==> config.mk <==
export PLATFORM = sky130hd
export DESIGN_NAME = compressed_rle_count_decoder_flat
export DESIGN_NICKNAME = d
export VERILOG_FILES = /design/src/rtl/core/rlecd_pkg.sv /design/src/rtl/core/rlecd_char_if.sv /design/src/rtl/core/rlecd_run_if.sv /design/src/rtl/core/rlecd_digit.sv /design/src/rtl/core/rlecd_delta.sv /design/src/rtl/core/rlecd_run.sv /design/src/rtl/core/compressed_rle_count_decoder.sv /design/src/flat_wrapper.sv
export SDC_FILE = /design/constraint.sdc
export NUM_CORES = 1
export LEC_CHECK = 0
export BUFFER_PORTS_ARGS = -buffer_cell sky130_fd_sc_hd__buf_2
export CAP_MARGIN = 10
export CORE_ASPECT_RATIO = 0.9
export CORE_MARGIN = 3
export CORE_UTILIZATION = 35
export DETAILED_ROUTE_END_ITERATION = 12
export PLACE_DENSITY = 0.52
export SLEW_MARGIN = 40
export SYNTH_ARGS = -nofsm -noshare
export SYNTH_HDL_FRONTEND = slang
export SYNTH_HIERARCHICAL = 1
export SYNTH_SLANG_ARGS = --single-unit
==> constraint.sdc <==
create_clock -name clk -period 6.9 [get_ports clk]
set_input_delay 0.69 -clock clk [delete_from_list [all_inputs] [get_ports clk]]
set_output_delay 0.69 -clock clk [all_outputs]
set_load 0.03 [all_outputs]
==> src/rtl/core/rlecd_pkg.sv <==
// Package for the compressed run-length count decoder.
// Holds the field widths, stream constants and the beat types passed between stages.
// No dependencies.
`default_nettype none

package rlecd_pkg;

    localparam int unsigned MAX_DIGITS = 12;

    localparam int unsigned CHAR_W  = 8;
    localparam int unsigned DIGIT_W = 5;
    localparam int unsigned ACC_W   = 64;
    localparam int unsigned IDX_W   = 4;
    localparam int unsigned SHIFT_W = 6;
    localparam int unsigned COUNT_W = 48;
    localparam int unsigned PIX_W   = 32;

    localparam logic [CHAR_W-1:0]  CHAR_BASE   = 8'd48;
    localparam int unsigned        MORE_BIT    = 5;
    localparam int unsigned        SIGN_BIT    = 4;
    localparam logic [PIX_W-1:0]   PIX_RESET   = 32'd1;
    localparam logic [1:0]         SEEN_FULL   = 2'd3;
    localparam logic [COUNT_W-1:0] COUNT_MAX   = {COUNT_W{1'b1}};

    // Finished value leaving the digit stage
    typedef struct packed {
        logic [ACC_W-1:0] value;
        logic             overlong;
        logic             last;
    } value_beat_t;

    // Reconstructed count leaving the delta stage
    typedef struct packed {
        logic [COUNT_W-1:0] count;
        logic               error;
        logic               last;
    } count_beat_t;

endpackage

`default_nettype wire

==> src/rtl/core/rlecd_char_if.sv <==
// Character channel of the run-length count decoder: valid/ready plus one character.
// Depends on rlecd_pkg.
`default_nettype none

interface rlecd_char_if;
    logic                          valid;
    logic                          ready;
    logic [rlecd_pkg::CHAR_W-1:0]  char_code;
    logic                          last_char;

    modport source (output valid, output char_code, output last_char, input ready);
    modport sink   (input valid, input char_code, input last_char, output ready);
endinterface

`default_nettype wire

==> src/rtl/core/rlecd_run_if.sv <==
// Run channel of the run-length count decoder: valid/ready plus one decoded run.
// Depends on rlecd_pkg.
`default_nettype none

interface rlecd_run_if;
    logic                          valid;
    logic                          ready;
    logic [rlecd_pkg::COUNT_W-1:0] run_count;
    logic [rlecd_pkg::PIX_W-1:0]   run_start;
    logic [rlecd_pkg::PIX_W-1:0]   run_end;
    logic                          is_foreground;
    logic                          decode_error;
    logic                          any_foreground;
    logic                          last_run;

    modport source (output valid, output run_count, output run_start, output run_end,
                    output is_foreground, output decode_error, output any_foreground,
                    output last_run, input ready);
    modport sink   (input valid, input run_count, input run_start, input run_end,
                    input is_foreground, input decode_error, input any_foreground,
                    input last_run, output ready);
endinterface

`default_nettype wire

==> src/rtl/core/rlecd_digit.sv <==
// Digit stage: gathers 5-bit groups of a value and sign-extends it when it ends.
// Depends on rlecd_pkg and rlecd_char_if.
`default_nettype none

module rlecd_digit (
    input  wire logic                   clk,
    input  wire logic                   rst_n,
    rlecd_char_if.sink                  chars,
    output logic                        val_valid,
    input  wire logic                   val_ready,
    output rlecd_pkg::value_beat_t      val_beat
);

    logic [rlecd_pkg::ACC_W-1:0]   partial_reg, partial_next;
    logic [rlecd_pkg::IDX_W-1:0]   idx_reg, idx_next;
    logic                          ovl_reg, ovl_next;
    logic                          val_valid_reg, val_valid_next;
    rlecd_pkg::value_beat_t        beat_reg, beat_next;

    logic [rlecd_pkg::CHAR_W-1:0]  c;
    logic                          more;
    logic                          finish;
    logic                          room;
    logic                          accept;
    logic [rlecd_pkg::IDX_W-1:0]   idx_inc;
    logic [rlecd_pkg::SHIFT_W-1:0] ins_shift;
    logic [rlecd_pkg::SHIFT_W-1:0] ext_shift;
    logic [rlecd_pkg::ACC_W-1:0]   part_ins;
    logic [rlecd_pkg::ACC_W-1:0]   part_ext;

    function automatic logic [rlecd_pkg::SHIFT_W-1:0] group_shift(
        input logic [rlecd_pkg::IDX_W-1:0] idx
    );
        logic [rlecd_pkg::SHIFT_W-1:0] wide;
        wide = rlecd_pkg::SHIFT_W'(idx);
        return (wide << 2) + wide;
    endfunction

    assign chars.ready = !val_valid_reg || val_ready;
    assign accept      = chars.valid && chars.ready;

    always_comb
    begin
        c         = chars.char_code - rlecd_pkg::CHAR_BASE;
        more      = c[rlecd_pkg::MORE_BIT];
        finish    = !more || chars.last_char;
        room      = idx_reg < rlecd_pkg::IDX_W'(rlecd_pkg::MAX_DIGITS);
        ins_shift = group_shift(idx_reg);
        // drop the payload of an overlong value and hold the index
        part_ins  = room ? (partial_reg |
                            (rlecd_pkg::ACC_W'(c[rlecd_pkg::DIGIT_W-1:0]) << ins_shift))
                         : partial_reg;
        idx_inc   = room ? idx_reg + rlecd_pkg::IDX_W'(1) : idx_reg;
        ext_shift = group_shift(idx_inc);
        part_ext  = (!more && c[rlecd_pkg::SIGN_BIT])
                    ? (part_ins | ({rlecd_pkg::ACC_W{1'b1}} << ext_shift))
                    : part_ins;
    end

    always_comb
    begin
        partial_next   = partial_reg;
        idx_next       = idx_reg;
        ovl_next       = ovl_reg;
        beat_next      = beat_reg;
        val_valid_next = val_ready ? 1'b0 : val_valid_reg;
        if (accept)
        begin
            if (finish)
            begin
                partial_next       = '0;
                idx_next           = '0;
                ovl_next           = 1'b0;
                val_valid_next     = 1'b1;
                beat_next.value    = part_ext;
                beat_next.overlong = ovl_reg || !room;
                beat_next.last     = chars.last_char;
            end
            else
            begin
                partial_next = part_ins;
                idx_next     = idx_inc;
                ovl_next     = ovl_reg || !room;
            end
        end
    end

    always_ff @(posedge clk or negedge rst_n)
    begin
        if (!rst_n)
        begin
            partial_reg   <= '0;
            idx_reg       <= '0;
            ovl_reg       <= 1'b0;
            val_valid_reg <= 1'b0;
        end
        else
        begin
            partial_reg   <= partial_next;
            idx_reg       <= idx_next;
            ovl_reg       <= ovl_next;
            val_valid_reg <= val_valid_next;
        end
    end

    always_ff @(posedge clk)
    begin
        beat_reg <= beat_next;
    end

    assign val_valid = val_valid_reg;
    assign val_beat  = beat_reg;

endmodule

`default_nettype wire

==> src/rtl/core/rlecd_delta.sv <==
// Delta stage: from a string's fourth value on, adds the count two places back;
// then clamps negatives to zero and saturates. Depends on rlecd_pkg.
`default_nettype none

module rlecd_delta (
    input  wire logic                   clk,
    input  wire logic                   rst_n,
    input  wire logic                   val_valid,
    output logic                        val_ready,
    input  wire rlecd_pkg::value_beat_t val_beat,
    output logic                        cnt_valid,
    input  wire logic                   cnt_ready,
    output rlecd_pkg::count_beat_t      cnt_beat
);

    logic [rlecd_pkg::COUNT_W-1:0] prev_reg, prev_next;
    logic [rlecd_pkg::COUNT_W-1:0] sprev_reg, sprev_next;
    logic [1:0]                    seen_reg, seen_next;
    logic                          cnt_valid_reg, cnt_valid_next;
    rlecd_pkg::count_beat_t        beat_reg, beat_next;

    logic                          accept;
    logic [rlecd_pkg::ACC_W-1:0]   sum;
    logic                          negative;
    logic [rlecd_pkg::COUNT_W-1:0] count;

    assign val_ready = !cnt_valid_reg || cnt_ready;
    assign accept    = val_valid && val_ready;

    always_comb
    begin
        sum = val_beat.value;
        if (seen_reg == rlecd_pkg::SEEN_FULL)
        begin
            sum = val_beat.value + rlecd_pkg::ACC_W'(sprev_reg);
        end
        negative = sum[rlecd_pkg::ACC_W-1];
        if (negative)
        begin
            count = '0;
        end
        else if (|sum[rlecd_pkg::ACC_W-2:rlecd_pkg::COUNT_W])
        begin
            count = rlecd_pkg::COUNT_MAX;
        end
        else
        begin
            count = sum[rlecd_pkg::COUNT_W-1:0];
        end
    end

    always_comb
    begin
        prev_next      = prev_reg;
        sprev_next     = sprev_reg;
        seen_next      = seen_reg;
        beat_next      = beat_reg;
        cnt_valid_next = cnt_ready ? 1'b0 : cnt_valid_reg;
        if (accept)
        begin
            cnt_valid_next  = 1'b1;
            beat_next.count = count;
            beat_next.error = negative || val_beat.overlong;
            beat_next.last  = val_beat.last;
            if (val_beat.last)
            begin
                prev_next  = '0;
                sprev_next = '0;
                seen_next  = '0;
            end
            else
            begin
                prev_next  = count;
                sprev_next = prev_reg;
                if (seen_reg != rlecd_pkg::SEEN_FULL)
                begin
                    seen_next = seen_reg + 2'd1;
                end
            end
        end
    end

    always_ff @(posedge clk or negedge rst_n)
    begin
        if (!rst_n)
        begin
            prev_reg      <= '0;
            sprev_reg     <= '0;
            seen_reg      <= '0;
            cnt_valid_reg <= 1'b0;
        end
        else
        begin
            prev_reg      <= prev_next;
            sprev_reg     <= sprev_next;
            seen_reg      <= seen_next;
            cnt_valid_reg <= cnt_valid_next;
        end
    end

    always_ff @(posedge clk)
    begin
        beat_reg <= beat_next;
    end

    assign cnt_valid = cnt_valid_reg;
    assign cnt_beat  = beat_reg;

endmodule

`default_nettype wire

==> src/rtl/core/rlecd_run.sv <==
// Run stage: places each count on the pixel range, clamps to the total, tracks phase.
// Depends on rlecd_pkg and rlecd_run_if; drives the output register.
`default_nettype none

module rlecd_run (
    input  wire logic                       clk,
    input  wire logic                       rst_n,
    input  wire logic [rlecd_pkg::PIX_W-1:0] total_pixels,
    input  wire logic                       cnt_valid,
    output logic                            cnt_ready,
    input  wire rlecd_pkg::count_beat_t     cnt_beat,
    rlecd_run_if.source                     runs
);

    logic [rlecd_pkg::PIX_W-1:0]   offset_reg, offset_next;
    logic                          phase_reg, phase_next;
    logic                          seen_fg_reg, seen_fg_next;
    logic                          error_reg, error_next;
    logic                          out_valid_reg, out_valid_next;

    logic [rlecd_pkg::COUNT_W-1:0] count_reg, count_next;
    logic [rlecd_pkg::PIX_W-1:0]   start_reg, start_next;
    logic [rlecd_pkg::PIX_W-1:0]   end_reg, end_next;
    logic                          fg_reg, fg_next;
    logic                          err_out_reg, err_out_next;
    logic                          any_fg_reg, any_fg_next;
    logic                          last_reg, last_next;

    logic                          accept;
    logic                          in_range;
    logic [rlecd_pkg::COUNT_W:0]   sum;
    logic [rlecd_pkg::PIX_W-1:0]   run_stop;
    logic                          err_now;
    logic                          seen_now;

    assign cnt_ready = !out_valid_reg || runs.ready;
    assign accept    = cnt_valid && cnt_ready;

    always_comb
    begin
        in_range = offset_reg < total_pixels;
        sum      = (rlecd_pkg::COUNT_W+1)'(offset_reg) + (rlecd_pkg::COUNT_W+1)'(cnt_beat.count);
        if (!in_range)
        begin
            run_stop = offset_reg;
        end
        else if (sum > (rlecd_pkg::COUNT_W+1)'(total_pixels))
        begin
            run_stop = total_pixels;
        end
        else
        begin
            run_stop = sum[rlecd_pkg::PIX_W-1:0];
        end
        err_now  = error_reg || cnt_beat.error;
        seen_now = seen_fg_reg || (in_range && phase_reg && (run_stop != offset_reg));
    end

    always_comb
    begin
        offset_next    = offset_reg;
        phase_next     = phase_reg;
        seen_fg_next   = seen_fg_reg;
        error_next     = error_reg;
        out_valid_next = runs.ready ? 1'b0 : out_valid_reg;
        count_next     = count_reg;
        start_next     = start_reg;
        end_next       = end_reg;
        fg_next        = fg_reg;
        err_out_next   = err_out_reg;
        any_fg_next    = any_fg_reg;
        last_next      = last_reg;
        if (accept)
        begin
            out_valid_next = 1'b1;
            count_next     = cnt_beat.count;
            start_next     = offset_reg;
            end_next       = run_stop;
            fg_next        = in_range && phase_reg;
            err_out_next   = err_now;
            any_fg_next    = seen_now;
            last_next      = cnt_beat.last;
            if (cnt_beat.last)
            begin
                // end of string: start the next mask from scratch
                offset_next  = '0;
                phase_next   = 1'b0;
                seen_fg_next = 1'b0;
                error_next   = 1'b0;
            end
            else
            begin
                error_next   = err_now;
                seen_fg_next = seen_now;
                if (in_range)
                begin
                    offset_next = run_stop;
                    phase_next  = !phase_reg;
                end
            end
        end
    end

    always_ff @(posedge clk or negedge rst_n)
    begin
        if (!rst_n)
        begin
            offset_reg    <= '0;
            phase_reg     <= 1'b0;
            seen_fg_reg   <= 1'b0;
            error_reg     <= 1'b0;
            out_valid_reg <= 1'b0;
        end
        else
        begin
            offset_reg    <= offset_next;
            phase_reg     <= phase_next;
            seen_fg_reg   <= seen_fg_next;
            error_reg     <= error_next;
            out_valid_reg <= out_valid_next;
        end
    end

    always_ff @(posedge clk)
    begin
        count_reg   <= count_next;
        start_reg   <= start_next;
        end_reg     <= end_next;
        fg_reg      <= fg_next;
        err_out_reg <= err_out_next;
        any_fg_reg  <= any_fg_next;
        last_reg    <= last_next;
    end

    assign runs.valid          = out_valid_reg;
    assign runs.run_count      = count_reg;
    assign runs.run_start      = start_reg;
    assign runs.run_end        = end_reg;
    assign runs.is_foreground  = fg_reg;
    assign runs.decode_error   = err_out_reg;
    assign runs.any_foreground = any_fg_reg;
    assign runs.last_run       = last_reg;

endmodule

`default_nettype wire

==> src/rtl/core/compressed_rle_count_decoder.sv <==
// Each run is registered by the digit, delta and run stages in turn. Takes one character
// per cycle unless runs.ready stalls; each stage registers its beat and takes a new one
// whenever its output register is empty or being drained in the same cycle.
// Reset (rst_n, async, active low) empties the pipeline, clears all stream state and
// sets total_pixels to 1. Characters that do not end a value produce no run.
// Depends on rlecd_pkg, rlecd_char_if, rlecd_run_if, rlecd_digit, rlecd_delta, rlecd_run.
`default_nettype none

module compressed_rle_count_decoder (
    input  wire logic                        clk,
    input  wire logic                        rst_n,
    rlecd_char_if.sink                       chars,
    rlecd_run_if.source                      runs,
    input  wire logic                        cfg_wr_en,
    input  wire logic [rlecd_pkg::PIX_W-1:0] cfg_wr_data
);

    logic [rlecd_pkg::PIX_W-1:0] total_pixels_reg;

    logic                   val_valid;
    logic                   val_ready;
    rlecd_pkg::value_beat_t val_beat;
    logic                   cnt_valid;
    logic                   cnt_ready;
    rlecd_pkg::count_beat_t cnt_beat;

    always_ff @(posedge clk or negedge rst_n)
    begin
        if (!rst_n)
        begin
            total_pixels_reg <= rlecd_pkg::PIX_RESET;
        end
        else if (cfg_wr_en)
        begin
            total_pixels_reg <= cfg_wr_data;
        end
    end

    rlecd_digit u_digit (
        .clk       (clk),
        .rst_n     (rst_n),
        .chars     (chars),
        .val_valid (val_valid),
        .val_ready (val_ready),
        .val_beat  (val_beat)
    );

    rlecd_delta u_delta (
        .clk       (clk),
        .rst_n     (rst_n),
        .val_valid (val_valid),
        .val_ready (val_ready),
        .val_beat  (val_beat),
        .cnt_valid (cnt_valid),
        .cnt_ready (cnt_ready),
        .cnt_beat  (cnt_beat)
    );

    rlecd_run u_run (
        .clk          (clk),
        .rst_n        (rst_n),
        .total_pixels (total_pixels_reg),
        .cnt_valid    (cnt_valid),
        .cnt_ready    (cnt_ready),
        .cnt_beat     (cnt_beat),
        .runs         (runs)
    );

`ifndef ASSERT_OFF
    a_end_not_before_start: assert property (@(posedge clk) disable iff (!rst_n)
        runs.valid |-> runs.run_end >= runs.run_start)
        else $error("run ends before it starts");

    a_fg_within_total: assert property (@(posedge clk) disable iff (!rst_n)
        (runs.valid && runs.is_foreground) |-> runs.run_end <= total_pixels_reg)
        else $error("foreground run passes total pixels");

    a_zero_count_empty: assert property (@(posedge clk) disable iff (!rst_n)
        (runs.valid && runs.run_count == '0) |-> runs.run_end == runs.run_start)
        else $error("zero count run is not empty");

    a_fg_sets_any: assert property (@(posedge clk) disable iff (!rst_n)
        (runs.valid && runs.is_foreground && runs.run_end != runs.run_start)
            |-> runs.any_foreground)
        else $error("nonempty foreground run without any_foreground");
`endif

endmodule

`default_nettype wire
==> src/flat_wrapper.sv <==
// flat-port wrapper written by rule: the top's interface ports become plain ports
module compressed_rle_count_decoder_flat 
  (clk, rst_n, cfg_wr_en, cfg_wr_data, chars_valid, chars_char_code, chars_last_char, chars_ready, runs_valid, runs_run_count, runs_run_start, runs_run_end, runs_is_foreground, runs_decode_error, runs_any_foreground, runs_last_run, runs_ready);
  rlecd_char_if chars_i ();
  rlecd_run_if runs_i ();
  input  wire logic clk;
  input  wire logic rst_n;
  input  wire logic cfg_wr_en;
  input  wire logic [rlecd_pkg::PIX_W-1:0] cfg_wr_data;
  input wire logic [$bits(chars_i.valid)-1:0] chars_valid;
  input wire logic [$bits(chars_i.char_code)-1:0] chars_char_code;
  input wire logic [$bits(chars_i.last_char)-1:0] chars_last_char;
  output wire logic [$bits(chars_i.ready)-1:0] chars_ready;
  output wire logic [$bits(runs_i.valid)-1:0] runs_valid;
  output wire logic [$bits(runs_i.run_count)-1:0] runs_run_count;
  output wire logic [$bits(runs_i.run_start)-1:0] runs_run_start;
  output wire logic [$bits(runs_i.run_end)-1:0] runs_run_end;
  output wire logic [$bits(runs_i.is_foreground)-1:0] runs_is_foreground;
  output wire logic [$bits(runs_i.decode_error)-1:0] runs_decode_error;
  output wire logic [$bits(runs_i.any_foreground)-1:0] runs_any_foreground;
  output wire logic [$bits(runs_i.last_run)-1:0] runs_last_run;
  input wire logic [$bits(runs_i.ready)-1:0] runs_ready;
  assign chars_i.valid = chars_valid;
  assign chars_i.char_code = chars_char_code;
  assign chars_i.last_char = chars_last_char;
  assign chars_ready = chars_i.ready;
  assign runs_valid = runs_i.valid;
  assign runs_run_count = runs_i.run_count;
  assign runs_run_start = runs_i.run_start;
  assign runs_run_end = runs_i.run_end;
  assign runs_is_foreground = runs_i.is_foreground;
  assign runs_decode_error = runs_i.decode_error;
  assign runs_any_foreground = runs_i.any_foreground;
  assign runs_last_run = runs_i.last_run;
  assign runs_i.ready = runs_ready;
  compressed_rle_count_decoder u_core (.clk(clk), .rst_n(rst_n), .chars(chars_i), .runs(runs_i), .cfg_wr_en(cfg_wr_en), .cfg_wr_data(cfg_wr_data));
endmodule
Yosys cells after proc, flatten, opt, wreduce, memory -nomap -nowiden
Index checks and enable logic that the tools add are counted.

Bitwise gates (word level): 2. Add/subtract/negate cells: 7. Multiplexer cells: 28. $mul: 0. Reductions and logical operators: 28. Shift operators: 2. Equality and inequality tests: 3. Divide/modulo/power cells: 0. $lt $le $gt $ge: 3.

Operators with widths (count): two-way mux 64 bit (4); two-way mux 48 bit (4); two-way mux 32 bit (4); bitwise OR 64 bit (2); adder 64 x 48 -> 64 bit (1); << shifter 5 x 6 -> 64 bit (1); << shifter 64 x 6 -> 64 bit, first input constant (1); adder 32 x 48 -> 49 bit (1); greater-than comparator 49 x 32 -> 1 bit (1); < comparator 32 bit (1); != test 32 bit (1); OR reduction 15 bit (1); adder 6 x 4 -> 6 bit (2); two-way mux 1 bit (12); logical OR 1 bit (8); two-way mux 4 bit (2); nonzero test 2 bit (4); logical AND 1 bit (6); logical NOT 1 bit (6); AND reduction 2 bit (3); subtractor 6 bit, second input constant (1); adder 4 x 1 -> 4 bit, second input constant (1); < comparator 4 bit, second input constant (1); two-way mux 2 bit (2); other kinds (3) (3).

Input bits: 46. Memories: 0. Register bits after elaboration: 469. Bits in writable memories: 0. Bits in latches: 0. Word-level logic and storage cells: 100. ROM bits: 0.

Logic depth before layout (Yosys ltp)
Gate-level depths: netlist of run 1.

Word-level depth: 8. Mapped depth: 26. Gate-level depth less buffers: 24.

Modules after synthesis
The synthesis of run 1 kept the hierarchy.

Modules (own cells, without submodules): rlecd_delta (cells each 1266, seq. area each 3978.8 sq um, instances 1, area each 10573.9 sq um); rlecd_run (cells each 1076, seq. area each 4384.2 sq um, instances 1, area each 10491.3 sq um); rlecd_digit (cells each 656, seq. area each 3733.6 sq um, instances 1, area each 6730.2 sq um); compressed_rle_count_decoder (cells each 68, seq. area each 802.0 sq um, instances 1, area each 1346.3 sq um).

Worst setup path after synthesis of run 1
No wires, ideal clock.

Path type: flip-flop to flip-flop. Start point: register u_core/u_run/offset_reg[0] in the netlist's numbering. End point: register u_core.u_run.any_fg_reg (netlist: u_core/u_run/runs.any_foreground) (data pin). Cell stages (with the launch flop): 25. Setup slack: 1242 ps. Buffers on the path: 1. Data arrival time: 5391 ps. Period minus slack after synthesis: 5658 ps. Setup time: 267 ps. Cell sequence: dfrtp_1 ha_1 fa_1 a211oi_1 o21ai_1 a31oi_1 o21bai_1 a21o_1 a21oi_1 xnor2_1 ha_1 a21o_1 a21o_1 a21oi_1 o31ai_1 a2111oi_0 a21oi_1 nor4_2 nand4_2 nor3_2 buf_4 mux2i_1 o2111ai_1 nor4_1 a2bb2oi_1.

Longest elaborated chain between the ends: 7. Elaborated cells between the ends (all ways): 9. Classes of those cells: 1 x add/sub; 2 x order compare; 1 x eq/ne; 2 x mux; 3 x reduce/logical.

RTL lines: start: declaration (line rlecd_run.sv:15) `logic [rlecd_pkg::PIX_W-1:0] offset_reg, offset_next;`; start signal: assignment (line rlecd_run.sv:116) `offset_reg <= offset_next;`; adder 32 x 48 -> 49 bit (line rlecd_run.sv:42) `sum = (rlecd_pkg::COUNT_W+1)'(offset_reg) + (rlecd_pkg::COUNT_W+1)'(cnt_beat.count);`; greater-than comparator 49 x 32 -> 1 bit (line rlecd_run.sv:47) `else if (sum > (rlecd_pkg::COUNT_W+1)'(total_pixels))`; two-way mux 32 bit (line rlecd_run.sv:47); two-way mux 32 bit (line rlecd_run.sv:43) `if (!in_range)`; != test 32 bit (line rlecd_run.sv:56) `seen_now = seen_fg_reg || (in_range && phase_reg && (run_stop != offset_reg));`; logical AND 1 bit * (line rlecd_run.sv:56); logical OR 1 bit * (line rlecd_run.sv:56); via u_core.u_run.seen_now (line rlecd_run.sv:34) `logic seen_now;`; end signal: assignment (line rlecd_run.sv:131) `any_fg_reg <= any_fg_next;`; end: declaration (line rlecd_run.sv:26) `logic any_fg_reg, any_fg_next;`.

Mark *: on every way through the listed nets, which the timed path passes. The rest lies on a longest branch. A chain may end at the register's enable or synchronous reset.

Final worst setup path of run 1
Start point: register u_core/u_run/offset_reg[10] in the netlist's numbering. End point: register u_core.u_run.any_fg_reg (netlist: u_core/u_run/runs.any_foreground) (data pin).

The elaborated chain is that of the path after synthesis.

==> results of run 1 <==
## cell families (layout without fill, tap and decap cells)
family          count (synthesis)  count (layout)  share of synthesized area (%)
flops                         469             469                           44.3
mux                            82              82                           3.43
buf+inv                       262             457                           4.10
fa+ha+maj                     154             154                           6.72
xor+xnor                      101             101                           3.14
compound gates               1014            1014                           22.1
simple gates                  984             984                           16.3
## power breakdown
| part | total, mW | switching [mW] | internal [mW] | leakage (nW) |
|---|---|---|---|---|
| Sequential | 4.23 | 0.545 | 3.68 | 5.32 |
| Combinational | 6.63 | 4.43 | 2.21 | 7.19 |
| Clock | 2.69 | 1.16 | 1.53 | 0.794 |
| Total | 13.6 | 6.13 | 7.42 | 13.3 |
## worst max-delay path, delay by kind of cell, from the launching register on
| kind | cells | cell delay (ns) |
|---|---|---|
| buffers and inverters | 6 | 1.09 |
| adder cells (fa/ha/maj) | 2 | 0.71 |
| AND/OR/NAND/NOR | 8 | 1.69 |
| XOR/XNOR | 1 | 0.18 |
| flip-flops | 1 | 0.46 |
| AO/OA/AOI/OAI | 11 | 2.29 |
## metal layers
metal | vias to the layer above | track usage [%] | routed length [um]
met5 | - | 0 | 11
li1 | 11700 | - | -
met3 | 181 | 2.74 | 5450
met4 | 2 | 9.60 | 4730
met1 | 12500 | 33.3 | 48200
met2 | 873 | 42.9 | 53500
## cell type report
cell class              count  area, um2  area share (%)
repair buffers            266       1740            5.23
flip-flops and latches    469      12900            38.8
multi-input cells        2335      15300            45.9
well taps                1060       1330            3.99
clock inverters            23        198           0.595
inverters                  97        369            1.11
clock buffers              71       1430            4.31
## what timing repair did
| item | in CTS | in global routing |
|---|---|---|
| pin swaps | 0 | 1 |
| gates resized for setup | 3 | 10 |
| hold buffers | 1 | 0 |
| setup buffers | 0 | 1 |
| endpoints found under the setup margin | 2 | 2 |
| endpoints found under the hold margin | 45 | 0 |
## final timing paths
kind	to	depth (start not counted)	from
max reg2reg	u_core/u_run/runs.any_foreground	28	u_core/u_run/offset_reg[10]
min reg2reg	u_core/u_run/runs.run_count[8]	0	u_core/u_delta/cnt_beat[10]
min	u_core/u_digit/val_beat[0]	1	chars_last_char
max in group asynchronous	u_core/u_run/offset_reg[0]	3	rst_n
max	u_core/u_run/runs.any_foreground	28	u_core/u_run/offset_reg[10]
min in group asynchronous	u_core/u_digit/partial_reg[62]	2	rst_n
## placed cells by master, fill, tap and decap left out, types with 59 or more instances in the layout
cell type / n
inv_1: 94
dfrtp_1: 233
ha_1: 149
edfxtp_1: 232
buf_4: 94
nor3_1: 59
buf_2: 159
nor2_1: 233
nand4_1: 83
a21oi_1: 300
o21ai_0: 278
nand2_1: 339
nand2b_1: 82
## metrics by stage
| step | util (%) | area, um2 | std cells | hold WS, ns |
|---|---|---|---|---|
| 2_1_floorplan | - | 29100 | 3066 | 0.394 |
| 3_3_place_gp | 38.3 | 31300 | 4221 | 0.454 |
| 3_5_place_dp | 38.5 | 31500 | 4224 | 0.463 |
| 4_1_cts | 40.5 | 33100 | 4319 | 0.207 |
| 5_1_grt | 40.6 | 33200 | 4321 | 0.223 |
| 6_report | 40.6 | 33200 | 4321 | 0.254 |
==> flow_summary.json, run 1 <==
{
  "async_reset_ff_share_pct": 50.5,
  "dp_hpwl_um": 87400,
  "die_y_um": 280,
  "yosys.area.top_type": "edfxtp_1",
  "grt_max_degree": 125,
  "fin_setup_tns_ns": 0,
  "ys.flop_type": "dfrtp_1",
  "synth-edff-count": 232,
  "cts_made_buffers": 50,
  "htree_levels": 2,
  "fin_ws_ns": 0.222,
  "largest_reg_flops": 66,
  "core_area_um2": 81800,
  "rrSetupSlack_ns": 0.22,
  "power_density_nw_per_um2": 408,
  "track_usage_pct": 25.3,
  "slowest_delay_ns": 0.47,
  "hp-class": "in2reg",
  "cts_tree": "yes",
  "netlist_instances": 3066,
  "syn-num-nets": 3266,
  "fin_nets": 3419,
  "cp.required_ns": 7.27,
  "report.final.hold_viol_count": 0,
  "fill_cells": 8090,
  "fmax_mhz": 150,
  "maxCapViolCount": 0,
  "routedWlPerCell_um": 25.9,
  "cp_common_cell": "buf_4",
  "initial_core_util_pct": 35.6,
  "rows": 99,
  "yosysWarnings": 6,
  "cp.arrival_ns": 7.05,
  "crit_slowest_cell": "a2111oi_0",
  "antenna_found_initial": 1,
  "avgViaCountPerCell": 5.85,
  "status": "completed",
  "skew_ns": 0.0287,
  "worst_slew_margin_rel_pct": 33.1,
  "worst_skew_pair.late_latency_ns": 0.62,
  "tightest_slew_ns": 1.00,
  "synthesis.area_um2": 29100,
  "yosysSeqAreaShare_pct": 44.3,
  "dp_slack_ns": -0.154,
  "end_kind": "register",
  "diodes": 0,
  "yosys.cell_count.top_type": "nand2_1",
  "drv_slew": 0,
  "design_power_total_mw": 13.6,
  "cts_sinks": 469,
  "cp_max_fo": 12,
  "globalplace.congestion": 0.993,
  "area_growth_pct": 14.0,
  "routed_wl_um": 112000,
  "synth-seq-cells": 469,
  "die_w_um": 310,
  "dieArea_um2": 86800,
  "finalCritPeriodShare_pct": 96.8,
  "grt_pass1_wl_um": 165000,
  "synth_top_cells_by_count": "nand2_1 (342), a21oi_1 (300), o21ai_0 (282)",
  "start_kind": "register",
  "criticalPathCategory": "reg2reg",
  "gr-total-overflow": 0,
  "drtPass1Iterations": 6,
  "ir_drop_mv": 0.259,
  "fin_crit_ns": 6.68,
  "clockBufferDepth": 3,
  "ant_nets": 0,
  "yosysUniqueCellTypes": 106,
  "yosys-top-cells-area": "edfxtp_1 (24%), dfrtp_1 (20%), ha_1 (6.4%)",
  "grt_pass1_vias": 25000,
  "setup_violations": 0,
  "synth_top_area_share_pct": 23.9,
  "io_buffers": 161,
  "root_buffer": "clkbuf_16",
  "drc_errors": 0,
  "clkTransAtPathRegs_ns": 0.06,
  "via_count": 25300,
  "num_io_pins": 164,
  "drive_gt1_share_pct": 14.3,
  "drtIter0Drc": 2109,
  "p_leak_nw": 13.3,
  "avgSynthCellArea_um2": 9.50
}
Power figures use the tool's default switching activity.
==> run 2, diff against run 1 <==
==> constraint.sdc (replaced) <==
create_clock -name clk -period 7.64 [get_ports clk]
set_input_delay 0.764 -clock clk [delete_from_list [all_inputs] [get_ports clk]]
set_output_delay 0.764 -clock clk [all_outputs]
set_load 0.03 [all_outputs]
==> run 2 against run 1 <==
Against the previous run:
- combinational power fell by 12%
- die area unchanged
- count of clock-buffer cells in the layout down 7
- largest power group unchanged
- highest routed layer is now met4
- power decreased by 9.7%
- clock power shrank 4%
==> flow_summary.json, run 2 (same netlist as run 1, synthesis figures left out) <==
{
  "status": "completed",
  "final_common_cell": "nand2_1",
  "antenna_found_initial": 1,
  "ir_drop_mv": 0.201,
  "layout_common_cells": "nand2_1 (339), a21oi_1 (300), o21ai_0 (279), dfrtp_1 (234), nor2_1 (233)",
  "gr-total-overflow": 0,
  "track_usage_pct": 25.0,
  "hp-class": "in2async",
  "report.final.hold_viol_count": 0,
  "end_kind": "register",
  "cp.required_ns": 8.02,
  "htree_levels": 2,
  "root_buffer": "clkbuf_16",
  "cts_setup_buffers": 0,
  "crit_slowest_cell": "a2111oi_1",
  "skew_ns": 0.0389,
  "maxCapViolCount": 0,
  "grt_pass1_vias": 24600,
  "dieArea_um2": 86800,
  "cts_tree": "yes",
  "rsz0062_at_grt": "no",
  "cts_made_buffers": 51,
  "power_density_nw_per_um2": 370,
  "rows": 99,
  "ant_nets": 0,
  "drc_errors": 0,
  "worst_slew_margin_rel_pct": 39.4,
  "fin_setup_tns_ns": 0,
  "drv_slew": 0,
  "routedWlPerCell_um": 25.7,
  "fill_cells": 8140,
  "worst_skew_pair.late_latency_ns": 0.63,
  "start_kind": "register",
  "cp.arrival_ns": 7.49,
  "design_power_total_mw": 12.2,
  "clockBufferDepth": 3,
  "cts_sinks": 469,
  "io_buffers": 161,
  "drtPass1Iterations": 5,
  "num_io_pins": 164,
  "r2r.worst_path.cells": 26,
  "avgViaCountPerCell": 5.86,
  "clkTransAtPathRegs_ns": 0.06,
  "largest_reg_flops": 66,
  "drive_gt1_share_pct": 13.4,
  "area_growth_pct": 13.4,
  "setup_violations": 0,
  "core_area_um2": 81800,
  "grt_pass1_wl_um": 163000,
  "routed_wl_um": 110000,
  "fin_nets": 3392,
  "criticalPathCategory": "reg2reg",
  "dp_hpwl_um": 86000,
  "cp_common_cell": "buf_4",
  "slowest_delay_ns": 0.56,
  "grt_max_degree": 132,
  "initial_core_util_pct": 35.6,
  "r2r-end": "u_core/u_run/runs.any_foreground",
  "globalplace.congestion": 0.989,
  "multi_input_area_um2": 15200,
  "via_count": 25200,
  "fmax_mhz": 141,
  "p_leak_nw": 13.2,
  "r2r-start": "u_core/u_run/offset_reg[0]",
  "postLayoutCoreUtil_pct": 40.4,
  "die_w_um": 310,
  "fin_crit_ns": 7.11,
  "register_area_um2": 12900,
  "finalCritPeriodShare_pct": 93.1,
  "drtIter0Drc": 2062,
  "cp_max_fo": 8,
  "rrSetupSlack_ns": 0.53,
  "tightest_slew_ns": 0.902,
  "die_y_um": 280
}
==> run 2: per-layer routing <==
layer | vias to the layer above | wire length (um) | GRT usage (%)
met5 | - | 0 | 0
met4 | 0 | 4350 | 8.91
met1 | 12400 | 47400 | 33.1
met3 | 185 | 5690 | 2.71
met2 | 885 | 52900 | 42.4
li1 | 11700 | - | -
==> run 2: area by class of cell <==
class,count,share of cell area [%]
diodes,1,0.00757
clock buffers,64,4.07
clock inverters,32,1.19
inverters,97,1.12
multi-input cells,2335,46.0
flip-flops and latches,469,39.0
well taps,1060,4.01
repair buffers,238,4.59
==> run 2: worst max-delay path by stage <==
stage / cells after the start / end / startpoint
finish: 26 / u_core/u_run/runs.any_foreground / u_core/u_run/offset_reg[0]
global route: 26 / u_core/u_run/runs.any_foreground / u_core/u_run/offset_reg[0]
CTS: 26 / u_core/u_run/runs.any_foreground / u_core/u_run/offset_reg[0]
detailed placement: 26 / u_core/u_run/runs.any_foreground / u_core/u_run/offset_reg[0]
global placement: 26 / u_core/u_run/runs.any_foreground / u_core/u_run/offset_reg[0]
floorplan: 24 / u_core/u_run/runs.any_foreground / u_core/u_run/offset_reg[0]
==> run 2: through the flow <==
stage               instances  worst slack (ns)  hold slack, ns  instance area [um2]
finish                   4296             0.527          0.0720                33100
global route             4295             0.108          0.0755                33100
CTS                      4292             0.270          0.0564                32900
detailed placement       4196             0.306           0.464                31200
global placement         4194             0.249           0.458                31100
floorplan                3066              1.98           0.433                29100
==> run 2: what timing repair did <==
| item | in CTS | in global routing |
|---|---|---|
| setup endpoints to repair | 0 | 2 |
| hold buffers | 0 | 0 |
| gates resized for setup | 0 | 2 |
==> run 2: worst max-delay path: cells and delay by family (launching register included) <==
family,cells,cell delay [ns]
compound gates,13,2.84
simple gates,5,1.49
fa+ha+maj,3,1.03
buf+inv,4,0.80
flops,1,0.45
xor+xnor,1,0.24
==> run 2: power by group <==
group          total [mW]  internal [mW]  switching [mW]
Clock                2.58           1.50            1.08
Combinational        5.82           1.91            3.90
Sequential           3.84           3.33           0.510
Total                12.2           6.74            5.49
==> run 3, diff against run 2 <==
--- a/config.mk
+++ b/config.mk
@@ -10,6 +10,7 @@
 export CORE_ASPECT_RATIO = 0.9
 export CORE_MARGIN = 3
 export CORE_UTILIZATION = 35
+export CTS_BUF_LIST = sky130_fd_sc_hd__clkbuf_4 sky130_fd_sc_hd__clkbuf_8
 export DETAILED_ROUTE_END_ITERATION = 12
 export PLACE_DENSITY = 0.52
 export SLEW_MARGIN = 40
==> run 3 against run 2 <==
Against the previous run:
- count of clock-buffer cells in the layout increased by 56
- critical path type unchanged
- utilization hardly changed
- critical path depth did not move
- first-iteration DRC count grew 0.78%
- global-route usage up 0.28 points
- hold slack better by 0.16 ns
- die area did not move
- power shrank 0.64%
- via count is 1.0% higher
==> flow_summary.json, run 3 (same netlist as run 1, synthesis figures left out) <==
{
  "cts_setup_buffers": 0,
  "grt_max_degree": 132,
  "rrSetupSlack_ns": 0.42,
  "antenna_found_initial": 3,
  "cp_max_fo": 8,
  "avgViaCountPerCell": 5.83,
  "dpl-instance-area_um2": 31200,
  "cts_made_buffers": 83,
  "cts_sinks": 469,
  "power_density_nw_per_um2": 367,
  "num_io_pins": 164,
  "io_buffers": 161,
  "rsz0062_at_grt": "no",
  "root_buffer": "clkbuf_8",
  "cts_tree": "yes",
  "setup_violations": 0,
  "cp.arrival_ns": 7.70,
  "dp_hpwl_um": 86000,
  "register_area_um2": 12900,
  "tightest_slew_ns": 0.899,
  "drtIter0Drc": 2078,
  "clkTransAtPathRegs_ns": 0.07,
  "critPathBufInv": 3,
  "start_kind": "register",
  "worst_skew_pair.late_latency_ns": 0.72,
  "multi_input_area_um2": 15200,
  "crit_slowest_cell": "a2111oi_1",
  "finalCritPeriodShare_pct": 94.6,
  "maxCapViolCount": 0,
  "skew_ns": 0.0336,
  "drive_gt1_share_pct": 15.0,
  "dieArea_um2": 86800,
  "track_usage_pct": 25.3,
  "placedCellCount": 4196,
  "area_growth_pct": 13.6,
  "routedWlPerCell_um": 25.5,
  "initial_core_util_pct": 35.6,
  "drc_errors": 0,
  "grt_pass1_vias": 25000,
  "rows": 99,
  "criticalPathCategory": "reg2reg",
  "layout_common_cells": "nand2_1 (339), a21oi_1 (300), o21ai_0 (279), dfrtp_1 (234), nor2_1 (233)",
  "crit_family": "compound AO/OA/AOI/OAI gates",
  "gr-total-overflow": 0,
  "htree_levels": 3,
  "min-delay-start": "chars_last_char",
  "report.final.hold_viol_count": 0,
  "end_kind": "register",
  "via_count": 25400,
  "largest_reg_flops": 66,
  "worst_slew_margin_rel_pct": 40.0,
  "routed_wl_um": 111000,
  "drtPass1Iterations": 7,
  "die_y_um": 280,
  "fin_setup_tns_ns": 0,
  "grt_pass1_wl_um": 165000,
  "globalplace.congestion": 0.989,
  "cp-startpoint": "u_core/u_run/offset_reg[0]",
  "cp.required_ns": 8.11,
  "p_leak_nw": 13.3,
  "status": "completed",
  "drv_slew": 0,
  "finalInstanceArea_um2": 33100,
  "timing.hold.ws_ns": 0.231,
  "hp-class": "in2reg",
  "r2r-start": "u_core/u_run/offset_reg[0]",
  "fin_crit_ns": 7.22,
  "die_w_um": 310,
  "slowest_delay_ns": 0.52,
  "fin_nets": 3425,
  "clockBufferDepth": 3,
  "layout.cells.non_filler": 4357,
  "ir_drop_mv": 0.201,
  "core_area_um2": 81800,
  "fmax_mhz": 138,
  "final_common_cell": "nand2_1",
  "fill_cells": 8185,
  "ant_nets": 0
}
-- run 3: worst paths after layout --
kind,to,depth (start not counted)
worst max-delay path,u_core/u_run/runs.any_foreground,26
worst min-delay path,u_core/u_digit/val_beat[0],1
worst max register to register,u_core/u_run/runs.any_foreground,26
worst min register to register,u_core/u_run/runs.run_count[9],0
max in group asynchronous,u_core/total_pixels_reg[21],4
min in group asynchronous,u_core/u_digit/idx_reg[1],2
-- run 3: metrics by stage --
step	worst slack, ns	util, %	total power [mW]
floorplan	1.98	-	7.52
global placement	0.249	38.1	9.54
detailed placement	0.306	38.2	9.61
CTS	0.277	40.3	12.2
global route	0.00608	40.5	12.9
finish	0.415	40.5	12.2
-- run 3: power by group --
group / switching [mW] / total (mW) / internal [mW] / leakage (nW)
combinational: 3.90 / 5.81 / 1.91 / 7.05
sequential: 0.510 / 3.84 / 3.33 / 5.32
clock: 1.12 / 2.51 / 1.39 / 0.928
-- run 3: layout make-up --
class	count	share of cell area (%)
timing repair buffer	239	4.62
clock inverter	34	0.896
multi-input combinational	2335	45.9
sequential	469	39.0
clock buffer	120	4.44
inverter	97	1.12
antenna	3	0.0227
tap	1060	4.01
-- run 3: repair_timing --
item / in CTS / in global routing
setup endpoints to repair: 0 / 1
hold buffers: 1 / 0
endpoints found under the hold margin: 47 / 0
resized for setup: 0 / 1
-- run 3: metal layers --
layer	wire (um)	GRT usage, %
met5	11	0
met1	47800	33.1
met2	52600	41.9
met3	5750	3.86
met4	4920	10.2
